### src/tbls_pkg.sv
// Package for the Thumb block load/store sequencer.
// Holds command, state and result codes plus list-scan helper functions.
// No dependencies.
`timescale 1ns / 1ps

package tbls_pkg;

  localparam int unsigned LIST_REGS = 8;
  localparam int unsigned REG_W     = 32;
  localparam int unsigned IDX_W     = 3;

  localparam logic [1:0] REQ_SET   = 2'd0;
  localparam logic [1:0] REQ_EXEC  = 2'd1;
  localparam logic [1:0] REQ_RDATA = 2'd2;

  localparam logic [1:0] ACT_WRITE = 2'd0;
  localparam logic [1:0] ACT_READ  = 2'd1;
  localparam logic [1:0] ACT_REGW  = 2'd2;
  localparam logic [1:0] ACT_JUMP  = 2'd3;

  localparam logic [31:0] EMPTY_STRIDE = 32'h40;
  localparam logic [31:0] PC_OFFSET    = 32'd2;

  typedef enum logic [1:0] {
    CMD_SET,
    CMD_EXEC,
    CMD_RDATA
  } cmd_kind_t;

  typedef struct packed {
    cmd_kind_t          kind;
    logic [IDX_W-1:0]   sel;
    logic [REG_W-1:0]   data;
    logic               load;
    logic [IDX_W-1:0]   rb;
    logic [LIST_REGS-1:0] list;
    logic [REG_W-1:0]   pc;
  } cmd_t;

  typedef enum logic [3:0] {
    S_IDLE,
    S_BASE,
    S_EMPTY_LD,
    S_EMPTY_ST,
    S_ST_W,
    S_ST_WB,
    S_LD_REQ,
    S_RD,
    S_LD_WB
  } back_state_t;

  function automatic logic [IDX_W-1:0] lowest_idx(input logic [LIST_REGS-1:0] v);
    logic [IDX_W-1:0] idx;
    idx = '0;
    for (int i = LIST_REGS - 1; i >= 0; i--) begin
      if (v[i]) begin
        idx = IDX_W'(i);
      end
    end
    return idx;
  endfunction

  function automatic logic [IDX_W:0] pop_count(input logic [LIST_REGS-1:0] v);
    logic [IDX_W:0] n;
    n = '0;
    for (int i = 0; i < LIST_REGS; i++) begin
      n = n + {{IDX_W{1'b0}}, v[i]};
    end
    return n;
  endfunction

endpackage

### src/tbls_front.sv
// Front end: accepts input beats, classifies them into commands and queues them.
// Uses tbls_pkg for the command struct and request codes.
`timescale 1ns / 1ps

module tbls_front #(
  parameter int unsigned QUEUE_DEPTH = 2
) (
  input  logic                clk,
  input  logic                rst,
  input  logic                in_valid,
  output logic                in_stall,
  input  logic [1:0]          req_type,
  input  logic [2:0]          reg_select,
  input  logic [31:0]         data_value,
  input  logic [15:0]         instr_word,
  input  logic [31:0]         pc_value,
  output logic                cmd_valid,
  output tbls_pkg::cmd_t      cmd,
  input  logic                cmd_pop
);
  import tbls_pkg::*;

  localparam int unsigned PTR_W = $clog2(QUEUE_DEPTH);
  localparam int unsigned CNT_W = $clog2(QUEUE_DEPTH + 1);
  localparam logic [PTR_W-1:0] LAST_PTR = PTR_W'(QUEUE_DEPTH - 1);
  localparam logic [CNT_W-1:0] FULL_CNT = CNT_W'(QUEUE_DEPTH);

  cmd_t             queue [QUEUE_DEPTH];
  logic [PTR_W-1:0] wr_ptr;
  logic [PTR_W-1:0] rd_ptr;
  logic [CNT_W-1:0] count;
  cmd_t             cmd_in;
  logic             known;
  logic             push;
  logic             pop;

  always_comb begin
    cmd_in.sel  = reg_select;
    cmd_in.data = data_value;
    cmd_in.load = instr_word[11];
    cmd_in.rb   = instr_word[10:8];
    cmd_in.list = instr_word[7:0];
    cmd_in.pc   = pc_value;
    known       = 1'b1;
    case (req_type)
      REQ_SET:   cmd_in.kind = CMD_SET;
      REQ_EXEC:  cmd_in.kind = CMD_EXEC;
      REQ_RDATA: cmd_in.kind = CMD_RDATA;
      default: begin
        cmd_in.kind = CMD_SET;
        known       = 1'b0;
      end
    endcase
  end

  assign in_stall  = (count == FULL_CNT);
  assign push      = in_valid && !in_stall && known;
  assign cmd_valid = (count != '0);
  assign pop       = cmd_pop && cmd_valid;
  assign cmd       = queue[rd_ptr];

  always_ff @(posedge clk) begin
    if (push) begin
      queue[wr_ptr] <= cmd_in;
    end
  end

  always_ff @(posedge clk) begin
    if (rst) begin
      wr_ptr <= '0;
      rd_ptr <= '0;
      count  <= '0;
    end else begin
      if (push) begin
        wr_ptr <= (wr_ptr == LAST_PTR) ? '0 : wr_ptr + PTR_W'(1);
      end
      if (pop) begin
        rd_ptr <= (rd_ptr == LAST_PTR) ? '0 : rd_ptr + PTR_W'(1);
      end
      case ({push, pop})
        2'b10:   count <= count + CNT_W'(1);
        2'b01:   count <= count - CNT_W'(1);
        default: count <= count;
      endcase
    end
  end

endmodule

### src/tbls_back.sv
// Back end: holds the low registers and the load state, runs each command
// and drives the registered result channel. Uses tbls_pkg.
`timescale 1ns / 1ps

module tbls_back (
  input  logic            clk,
  input  logic            rst,
  input  logic            cmd_valid,
  input  tbls_pkg::cmd_t  cmd,
  output logic            cmd_pop,
  output logic            out_valid,
  input  logic            out_stall,
  output logic [1:0]      action,
  output logic [31:0]     address,
  output logic [31:0]     wdata,
  output logic [2:0]      dest_reg,
  output logic            last
);
  import tbls_pkg::*;

  back_state_t          state, state_next;
  logic [REG_W-1:0]     low_regs [LIST_REGS];
  logic [LIST_REGS-1:0] pending_list, pending_list_next;
  logic [IDX_W-1:0]     load_base_reg, load_base_reg_next;
  logic [REG_W-1:0]     load_end_address, load_end_address_next;
  logic                 jump_pending, jump_pending_next;

  logic                 wk_load, wk_load_next;
  logic [IDX_W-1:0]     wk_rb, wk_rb_next;
  logic [LIST_REGS-1:0] wk_list, wk_list_next;
  logic [IDX_W-1:0]     wk_first, wk_first_next;
  logic [REG_W-1:0]     wk_pc, wk_pc_next;
  logic [REG_W-1:0]     wk_data, wk_data_next;
  logic [REG_W-1:0]     wk_addr, wk_addr_next;
  logic [REG_W-1:0]     wk_end, wk_end_next;

  logic                 rf_we;
  logic [IDX_W-1:0]     rf_waddr;
  logic [REG_W-1:0]     rf_wdata;
  logic [IDX_W-1:0]     rf_raddr;
  logic [REG_W-1:0]     rf_rdata;

  logic                 out_free;
  logic                 out_load;
  logic [1:0]           o_action;
  logic [REG_W-1:0]     o_address;
  logic [REG_W-1:0]     o_wdata;
  logic [IDX_W-1:0]     o_dest;
  logic                 o_last;

  logic [IDX_W-1:0]     scan_idx;
  logic [LIST_REGS-1:0] list_left;
  logic [IDX_W-1:0]     pend_idx;
  logic [LIST_REGS-1:0] pend_left;
  logic [IDX_W:0]       cnt;
  logic [REG_W-1:0]     end_addr;

  assign out_free  = !out_valid || !out_stall;
  assign scan_idx  = lowest_idx(wk_list);
  assign list_left = wk_list & ~(LIST_REGS'(1) << scan_idx);
  assign pend_idx  = lowest_idx(pending_list);
  assign pend_left = pending_list & ~(LIST_REGS'(1) << pend_idx);
  assign cnt       = pop_count(wk_list);
  assign rf_raddr  = (state == S_BASE) ? wk_rb : scan_idx;
  assign rf_rdata  = low_regs[rf_raddr];
  assign end_addr  = (wk_list == '0) ? rf_rdata + EMPTY_STRIDE
                                     : rf_rdata + {{(REG_W-IDX_W-3){1'b0}}, cnt, 2'b00};

  always_comb begin
    state_next            = state;
    pending_list_next     = pending_list;
    load_base_reg_next    = load_base_reg;
    load_end_address_next = load_end_address;
    jump_pending_next     = jump_pending;
    wk_load_next          = wk_load;
    wk_rb_next            = wk_rb;
    wk_list_next          = wk_list;
    wk_first_next         = wk_first;
    wk_pc_next            = wk_pc;
    wk_data_next          = wk_data;
    wk_addr_next          = wk_addr;
    wk_end_next           = wk_end;
    cmd_pop               = 1'b0;
    rf_we                 = 1'b0;
    rf_waddr              = wk_rb;
    rf_wdata              = wk_end;
    out_load              = 1'b0;
    o_action              = ACT_WRITE;
    o_address             = '0;
    o_wdata               = '0;
    o_dest                = '0;
    o_last                = 1'b0;
    case (state)
      S_IDLE: begin
        if (cmd_valid) begin
          cmd_pop      = 1'b1;
          wk_load_next = cmd.load;
          wk_rb_next   = cmd.rb;
          wk_list_next = cmd.list;
          wk_pc_next   = cmd.pc;
          wk_data_next = cmd.data;
          case (cmd.kind)
            CMD_SET: begin
              rf_we    = 1'b1;
              rf_waddr = cmd.sel;
              rf_wdata = cmd.data;
            end
            CMD_EXEC: begin
              if (pending_list == '0 && !jump_pending) begin
                state_next = S_BASE;
              end
            end
            CMD_RDATA: state_next = S_RD;
            default: state_next = S_IDLE;
          endcase
        end
      end
      S_BASE: begin
        wk_addr_next  = rf_rdata;
        wk_end_next   = end_addr;
        wk_first_next = scan_idx;
        if (wk_load) begin
          pending_list_next     = wk_list;
          load_base_reg_next    = wk_rb;
          load_end_address_next = end_addr;
          jump_pending_next     = (wk_list == '0);
        end
        if (wk_list == '0) begin
          state_next = wk_load ? S_EMPTY_LD : S_EMPTY_ST;
        end else begin
          state_next = wk_load ? S_LD_REQ : S_ST_W;
        end
      end
      S_EMPTY_LD: begin
        if (out_free) begin
          out_load   = 1'b1;
          o_action   = ACT_READ;
          o_address  = wk_addr;
          o_last     = 1'b1;
          state_next = S_IDLE;
        end
      end
      S_EMPTY_ST: begin
        if (out_free) begin
          out_load   = 1'b1;
          o_action   = ACT_WRITE;
          o_address  = wk_addr;
          o_wdata    = wk_pc + PC_OFFSET;
          state_next = S_ST_WB;
        end
      end
      S_ST_W: begin
        if (out_free) begin
          out_load     = 1'b1;
          o_action     = ACT_WRITE;
          o_address    = wk_addr;
          o_wdata      = (scan_idx == wk_rb && scan_idx != wk_first) ? wk_end : rf_rdata;
          wk_list_next = list_left;
          wk_addr_next = wk_addr + 32'd4;
          if (list_left == '0) begin
            state_next = S_ST_WB;
          end
        end
      end
      S_ST_WB: begin
        if (out_free) begin
          out_load   = 1'b1;
          o_action   = ACT_REGW;
          o_wdata    = wk_end;
          o_dest     = wk_rb;
          o_last     = 1'b1;
          rf_we      = 1'b1;
          rf_waddr   = wk_rb;
          rf_wdata   = wk_end;
          state_next = S_IDLE;
        end
      end
      S_LD_REQ: begin
        if (out_free) begin
          out_load     = 1'b1;
          o_action     = ACT_READ;
          o_address    = wk_addr;
          o_last       = (list_left == '0);
          wk_list_next = list_left;
          wk_addr_next = wk_addr + 32'd4;
          if (list_left == '0) begin
            state_next = S_IDLE;
          end
        end
      end
      S_RD: begin
        if (jump_pending) begin
          if (out_free) begin
            out_load          = 1'b1;
            o_action          = ACT_JUMP;
            o_address         = wk_data;
            jump_pending_next = 1'b0;
            state_next        = S_LD_WB;
          end
        end else if (pending_list != '0) begin
          if (out_free) begin
            out_load          = 1'b1;
            o_action          = ACT_REGW;
            o_wdata           = wk_data;
            o_dest            = pend_idx;
            o_last            = (pend_left != '0);
            rf_we             = 1'b1;
            rf_waddr          = pend_idx;
            rf_wdata          = wk_data;
            pending_list_next = pend_left;
            state_next        = (pend_left == '0) ? S_LD_WB : S_IDLE;
          end
        end else begin
          state_next = S_IDLE;
        end
      end
      S_LD_WB: begin
        if (out_free) begin
          out_load   = 1'b1;
          o_action   = ACT_REGW;
          o_wdata    = load_end_address;
          o_dest     = load_base_reg;
          o_last     = 1'b1;
          rf_we      = 1'b1;
          rf_waddr   = load_base_reg;
          rf_wdata   = load_end_address;
          state_next = S_IDLE;
        end
      end
      default: state_next = S_IDLE;
    endcase
  end

  always_ff @(posedge clk) begin
    if (rst) begin
      state            <= S_IDLE;
      pending_list     <= '0;
      load_base_reg    <= '0;
      load_end_address <= '0;
      jump_pending     <= 1'b0;
      out_valid        <= 1'b0;
      for (int i = 0; i < LIST_REGS; i++) begin
        low_regs[i] <= '0;
      end
    end else begin
      state            <= state_next;
      pending_list     <= pending_list_next;
      load_base_reg    <= load_base_reg_next;
      load_end_address <= load_end_address_next;
      jump_pending     <= jump_pending_next;
      if (rf_we) begin
        low_regs[rf_waddr] <= rf_wdata;
      end
      if (out_load) begin
        out_valid <= 1'b1;
      end else if (!out_stall) begin
        out_valid <= 1'b0;
      end
    end
  end

  always_ff @(posedge clk) begin
    wk_load  <= wk_load_next;
    wk_rb    <= wk_rb_next;
    wk_list  <= wk_list_next;
    wk_first <= wk_first_next;
    wk_pc    <= wk_pc_next;
    wk_data  <= wk_data_next;
    wk_addr  <= wk_addr_next;
    wk_end   <= wk_end_next;
    if (out_load) begin
      action   <= o_action;
      address  <= o_address;
      wdata    <= o_wdata;
      dest_reg <= o_dest;
      last     <= o_last;
    end
  end

endmodule

### src/thumb_block_load_store_sequencer_unit.sv
// Top level of the Thumb block load/store sequencer (LDMIA/STMIA).
// Joins tbls_front (classify and queue) and tbls_back (execute). Uses tbls_pkg.
//
//   channel | handshake            | beat carries
//   in      | in_valid / in_stall  | req_type reg_select data_value instr_word pc_value
//   out     | out_valid / out_stall| action address wdata dest_reg last
//
// Each command leaves the queue in the idle state. Execute then reads the base
// register and issues its results (up to 9); a dropped execute and a set
// register end with the pop. Read data issues its results after the pop
// (up to 2), or returns to idle when dropped. A stalled result holds its
// state. Reset clears the low registers and the load state; the queue absorbs
// QUEUE_DEPTH beats while the back end stalls.
`timescale 1ns / 1ps

module thumb_block_load_store_sequencer_unit #(
  parameter int unsigned QUEUE_DEPTH = 2
) (
  input  logic        clk,
  input  logic        rst,
  input  logic        in_valid,
  output logic        in_stall,
  input  logic [1:0]  req_type,
  input  logic [2:0]  reg_select,
  input  logic [31:0] data_value,
  input  logic [15:0] instr_word,
  input  logic [31:0] pc_value,
  output logic        out_valid,
  input  logic        out_stall,
  output logic [1:0]  action,
  output logic [31:0] address,
  output logic [31:0] wdata,
  output logic [2:0]  dest_reg,
  output logic        last
);
  import tbls_pkg::*;

  cmd_t cmd;
  logic cmd_valid;
  logic cmd_pop;

  tbls_front #(
    .QUEUE_DEPTH(QUEUE_DEPTH)
  ) u_front (
    .clk        (clk),
    .rst        (rst),
    .in_valid   (in_valid),
    .in_stall   (in_stall),
    .req_type   (req_type),
    .reg_select (reg_select),
    .data_value (data_value),
    .instr_word (instr_word),
    .pc_value   (pc_value),
    .cmd_valid  (cmd_valid),
    .cmd        (cmd),
    .cmd_pop    (cmd_pop)
  );

  tbls_back u_back (
    .clk       (clk),
    .rst       (rst),
    .cmd_valid (cmd_valid),
    .cmd       (cmd),
    .cmd_pop   (cmd_pop),
    .out_valid (out_valid),
    .out_stall (out_stall),
    .action    (action),
    .address   (address),
    .wdata     (wdata),
    .dest_reg  (dest_reg),
    .last      (last)
  );

endmodule
### config.mk
export PLATFORM = sky130hd
export DESIGN_NAME = thumb_block_load_store_sequencer_unit
export DESIGN_NICKNAME = d
export VERILOG_FILES = /design/src/tbls_pkg.sv /design/src/tbls_front.sv /design/src/tbls_back.sv /design/src/thumb_block_load_store_sequencer_unit.sv
export SDC_FILE = /design/constraint.sdc
export NUM_CORES = 1
export LEC_CHECK = 0
export ABC_AREA = 0
export CAP_MARGIN = 40
export CELL_PAD_IN_SITES_DETAIL_PLACEMENT = 0
export CELL_PAD_IN_SITES_GLOBAL_PLACEMENT = 1
export CORE_ASPECT_RATIO = 0.6
export CORE_MARGIN = 5
export CORE_UTILIZATION = 35
export DETAILED_ROUTE_END_ITERATION = 12
export DONT_BUFFER_PORTS = 1
export GPL_ROUTABILITY_DRIVEN = 0
export GPL_TIMING_DRIVEN = 0
export PLACE_DENSITY_LB_ADDON = 0.1
export REMOVE_ABC_BUFFERS = 1
export SKIP_CTS_REPAIR_TIMING = 1
export SLEW_MARGIN = 40
export SYNTH_ARGS = -nofsm -noshare
export SYNTH_HDL_FRONTEND = slang
export SYNTH_SLANG_ARGS = --single-unit
### constraint.sdc
create_clock -name clk -period 14.3 [get_ports clk]
set_input_delay 2.86 -clock clk [delete_from_list [all_inputs] [get_ports clk]]
set_output_delay 2.86 -clock clk [all_outputs]
set_load 0.02 [all_outputs]
==> flow_summary.yaml <==
cts:
  root_buffer: "clkbuf_16"
  cts_buffers: 69
  htreeDepth: 3
  cts_tree: "built"
  path_clk_slew_ns: 0.06
  clock-sinks: 685
  clk_latency_ns: 0.66
  clock_path_buffers: 3
route:
  route.met3.wl_mm: 6.54
  vias: 21186
  top_layer_used: "met4"
  via_per_inst: 5.66
  drt_first_pass_iters: 7
  drc: 0
  dr.first_iter.drc_count: 1874
  antenna_left: 0
  wl_per_cell_um: 27.3
  wirelength_mm: 102
  routed-wl-met2_mm: 45.3
  wl_met1_mm: 47.1
grt:
  track_usage_pct: 21.4
  grt_start_max_net_pins: 66
  grt_pass1_vias: 20726
  grt_antenna_before_repair: 1
  overflow: 0
  grt_pass1_wl_mm: 148
synth:
  syn_avg_cell_area_um2: 12.4
  yosys.cell_types.count: 90
  synth-seq-cells: 685
  synth_area_um2: 30900
  ys_top_cells_by_area: "edfxtp_1 61%, nor2_1 5.2%, dfxtp_1 3.5%"
  yosysTopAreaCell: "edfxtp_1"
  synth.yosys.warnings: 0
  ys_seq_area_share_pct: 64.9
  ys.flop_type: "edfxtp_1"
  synth_cells: 2485
  async_flop_share_pct: 0
  netlist.area_leader.share_pct: 61.4
  synth_edf_count: 631
hold_path:
  holdPathStages: 2
  hold-path-endpoint: "u_back.load_end_address[5]"
  hp-class: "reg -> reg"
  hold_start: "u_back.load_end_address[5]"
finish:
  largest_register_ffs: 256
  layout-area-overhead-vs-synth_pct: 16.3
  fin_cells: 3742
  largest_register: "u_back.low_regs"
  top_regs: "u_back.low_regs (256), u_front.queue (162)"
  fin_nets: 2637
  final.fill_count: 8226
  drive_above_1_share_pct: 15.6
die:
  die_w_um: 393
  num_io_pins: 161
  die_area_um2: 94400
  die_h_um: 240
  rows: 84
  coreArea_um2: 87500
  start_util_pct: 35.3
power_and_ir_drop:
  ir_worst_vdd_v: 0.000104
  power_w: 0.00877
  leakagePower_nw: 12.3
  cellPowerDensity_nw_per_um2: 244
sta:
  worstMarginPinSlew_ns: 0.894
  maxSlewViolCount: 0
  relSlewSlack_pct: 40.2
  grt_setup_unrepaired: "no"
  report.final.hold_viol_count: 0
  finalCritPeriodShare_pct: 49.3
  setup_tns_ns: 0
  timing.fmax_ghz: 0.142
  finalClockSkew_ns: 0.0270
  setup_ws_ns: 7.26
  final-setup-viol-count: 0
  fin_crit_ns: 7.04
setup_path:
  cp_max_fo: 49
  crit_type: "reg -> reg"
  r2r-end: "u_back.load_end_address[30]"
  critPathSlowestCell: "a211oi_1"
  crit_required_ns: 14.84
  r2r_setup_slack_ns: 7.26
  crit_buf_inv: 2
  crit_chain: "or4b_4 -> clkinv_4 -> a211oi_1 -> or2_4 -> o22ai_1 -> o21a_1 -> or3_1 -> inv_1 -> ha_1 -> and2_1 -> nand2_1 -> nor4_4 -> nand2_2 -> or4_1 -> a311oi_1"
  critPathLaunch: "u_back.state[1]"
  cp-start-kind: "register"
  crit_path_end_kind: "register"
  crit_family: "simple AND/OR/NAND/NOR gates"
  rr_worst_depth: 15
  arrival_ns: 7.59
  timing.rr.start: "u_back.state[1]"
  max_stage_delay_ns: 0.84
placed_design:
  dp_slack_ns: 7.00
  port_buffers: 0
  placed_cells_incl_taps: 3614
  hpwlAfterDp_mm: 69.5
run_status:
  status: "complete, no violations"
flow_run:
  cap_violations: 0
[worst max path at each step]
stage / endpoint / slack (ns) / depth (start not counted)
after floorplan: u_back.low_regs[4][0] / 2.35 / 8
after global placement: u_back.low_regs[3][5] / -11.58 / 8
after detailed placement: u_back.load_end_address[30] / 7.00 / 15
after CTS: u_back.load_end_address[30] / 6.90 / 15
after global routing: u_back.load_end_address[30] / 6.96 / 15
final: u_back.load_end_address[30] / 7.26 / 15
[cells in the mapped netlist (all sizes together) (22+ instances only)]
cell,count
nand3,49
a211oi,43
mux2i,44
a221oi,67
o22ai,22
edfxtp,631
nand2b,23
xor2,33
o21ai,87
clkbuf,112
and2,22
nor3,30
xnor2,56
inv,45
mux2,76
nor2,433
a22oi,44
a21oi,83
a22o,34
nand2,187
dfxtp,54
buf,41
[placed cells by master, fill, tap and decap left out, types with 15 or more instances in the layout]
cell	count
xnor2_1	56
a22o_1	34
and3_1	16
a221oi_2	30
mux2i_1	43
o22ai_1	22
o221ai_1	17
buf_8	26
clkbuf_1	21
a211oi_1	38
nor2_1	428
o21a_1	17
nand2b_1	15
clkbuf_16	73
nand3_1	47
buf_4	24
ha_1	16
xor2_1	33
edfxtp_1	631
and2_1	18
o21ai_0	81
buf_12	20
mux2_2	75
a22oi_1	44
nand4_1	20
dfxtp_1	53
a221oi_1	34
inv_1	45
nand2_1	175
a21oi_1	80
buf_2	37
nor3_1	27
[metal layers]
| layer | global-route usage, % | vias to the layer above |
|---|---|---|
| met3 | 3.94 | 156 |
| li1 | - | 9406 |
| met4 | 6.56 | 0 |
| met1 | 31.0 | 10857 |
| met5 | 0 | - |
| met2 | 32.8 | 767 |
[stage by stage]
stage / utilization [%] / hold WS, ns / area, um2
2_1_floorplan: - / 0.430 / 30200
3_3_place_gp: 36.1 / 0.438 / 31600
3_5_place_dp: 38.5 / 0.447 / 33700
4_1_cts: 41.0 / 0.454 / 35900
5_1_grt: 41.0 / 0.472 / 35900
6_report: 41.0 / 0.459 / 35900
[cell type report]
class / count / area [um2] / area share (%)
clock buffers: 97 / 1950 / 5.42
repair buffers: 124 / 1520 / 4.22
well taps: 1161 / 1450 / 4.04
diodes: 1 / 2.50 / 0.00697
clock inverters: 27 / 255 / 0.711
multi-input cells: 1601 / 10500 / 29.3
flip-flops and latches: 685 / 20000 / 55.8
inverters: 46 / 178 / 0.495
[worst register-to-register path: stages (launching register included)]
cell      delay [ns]
dfxtp_1         0.81
or4b_4          0.56
clkinv_4        0.64
a211oi_1        0.86
or2_4           0.58
o22ai_1         0.17
o21a_1          0.19
or3_1           0.56
inv_1           0.23
ha_1            0.17
and2_1          0.22
nand2_1         0.15
nor4_4          0.79
nand2_2         0.16
or4_1           0.58
a311oi_1        0.30
[logic make-up (layout without fill, tap and decap cells)]
group / Yosys count / after routing / synth area share (%)
and+or+nand+nor: 858 / 858 / 12.6
DFF: 685 / 685 / 64.9
AOI/OAI and AO/OA: 510 / 510 / 11.9
buffers and inverters: 199 / 294 / 2.83
muxes: 120 / 120 / 4.25
xor gates and xnor gates: 89 / 89 / 2.53
adders and majority gates: 24 / 24 / 1.07
other: 0 / 1 / 0
[report_power, final]
group	switching [W]	internal, W
clock network	0.000795	0.00103
logic	0.00243	0.00131
registers	0.000401	0.00281
total	0.00362	0.00515
(Power assumes the default switching activity.)
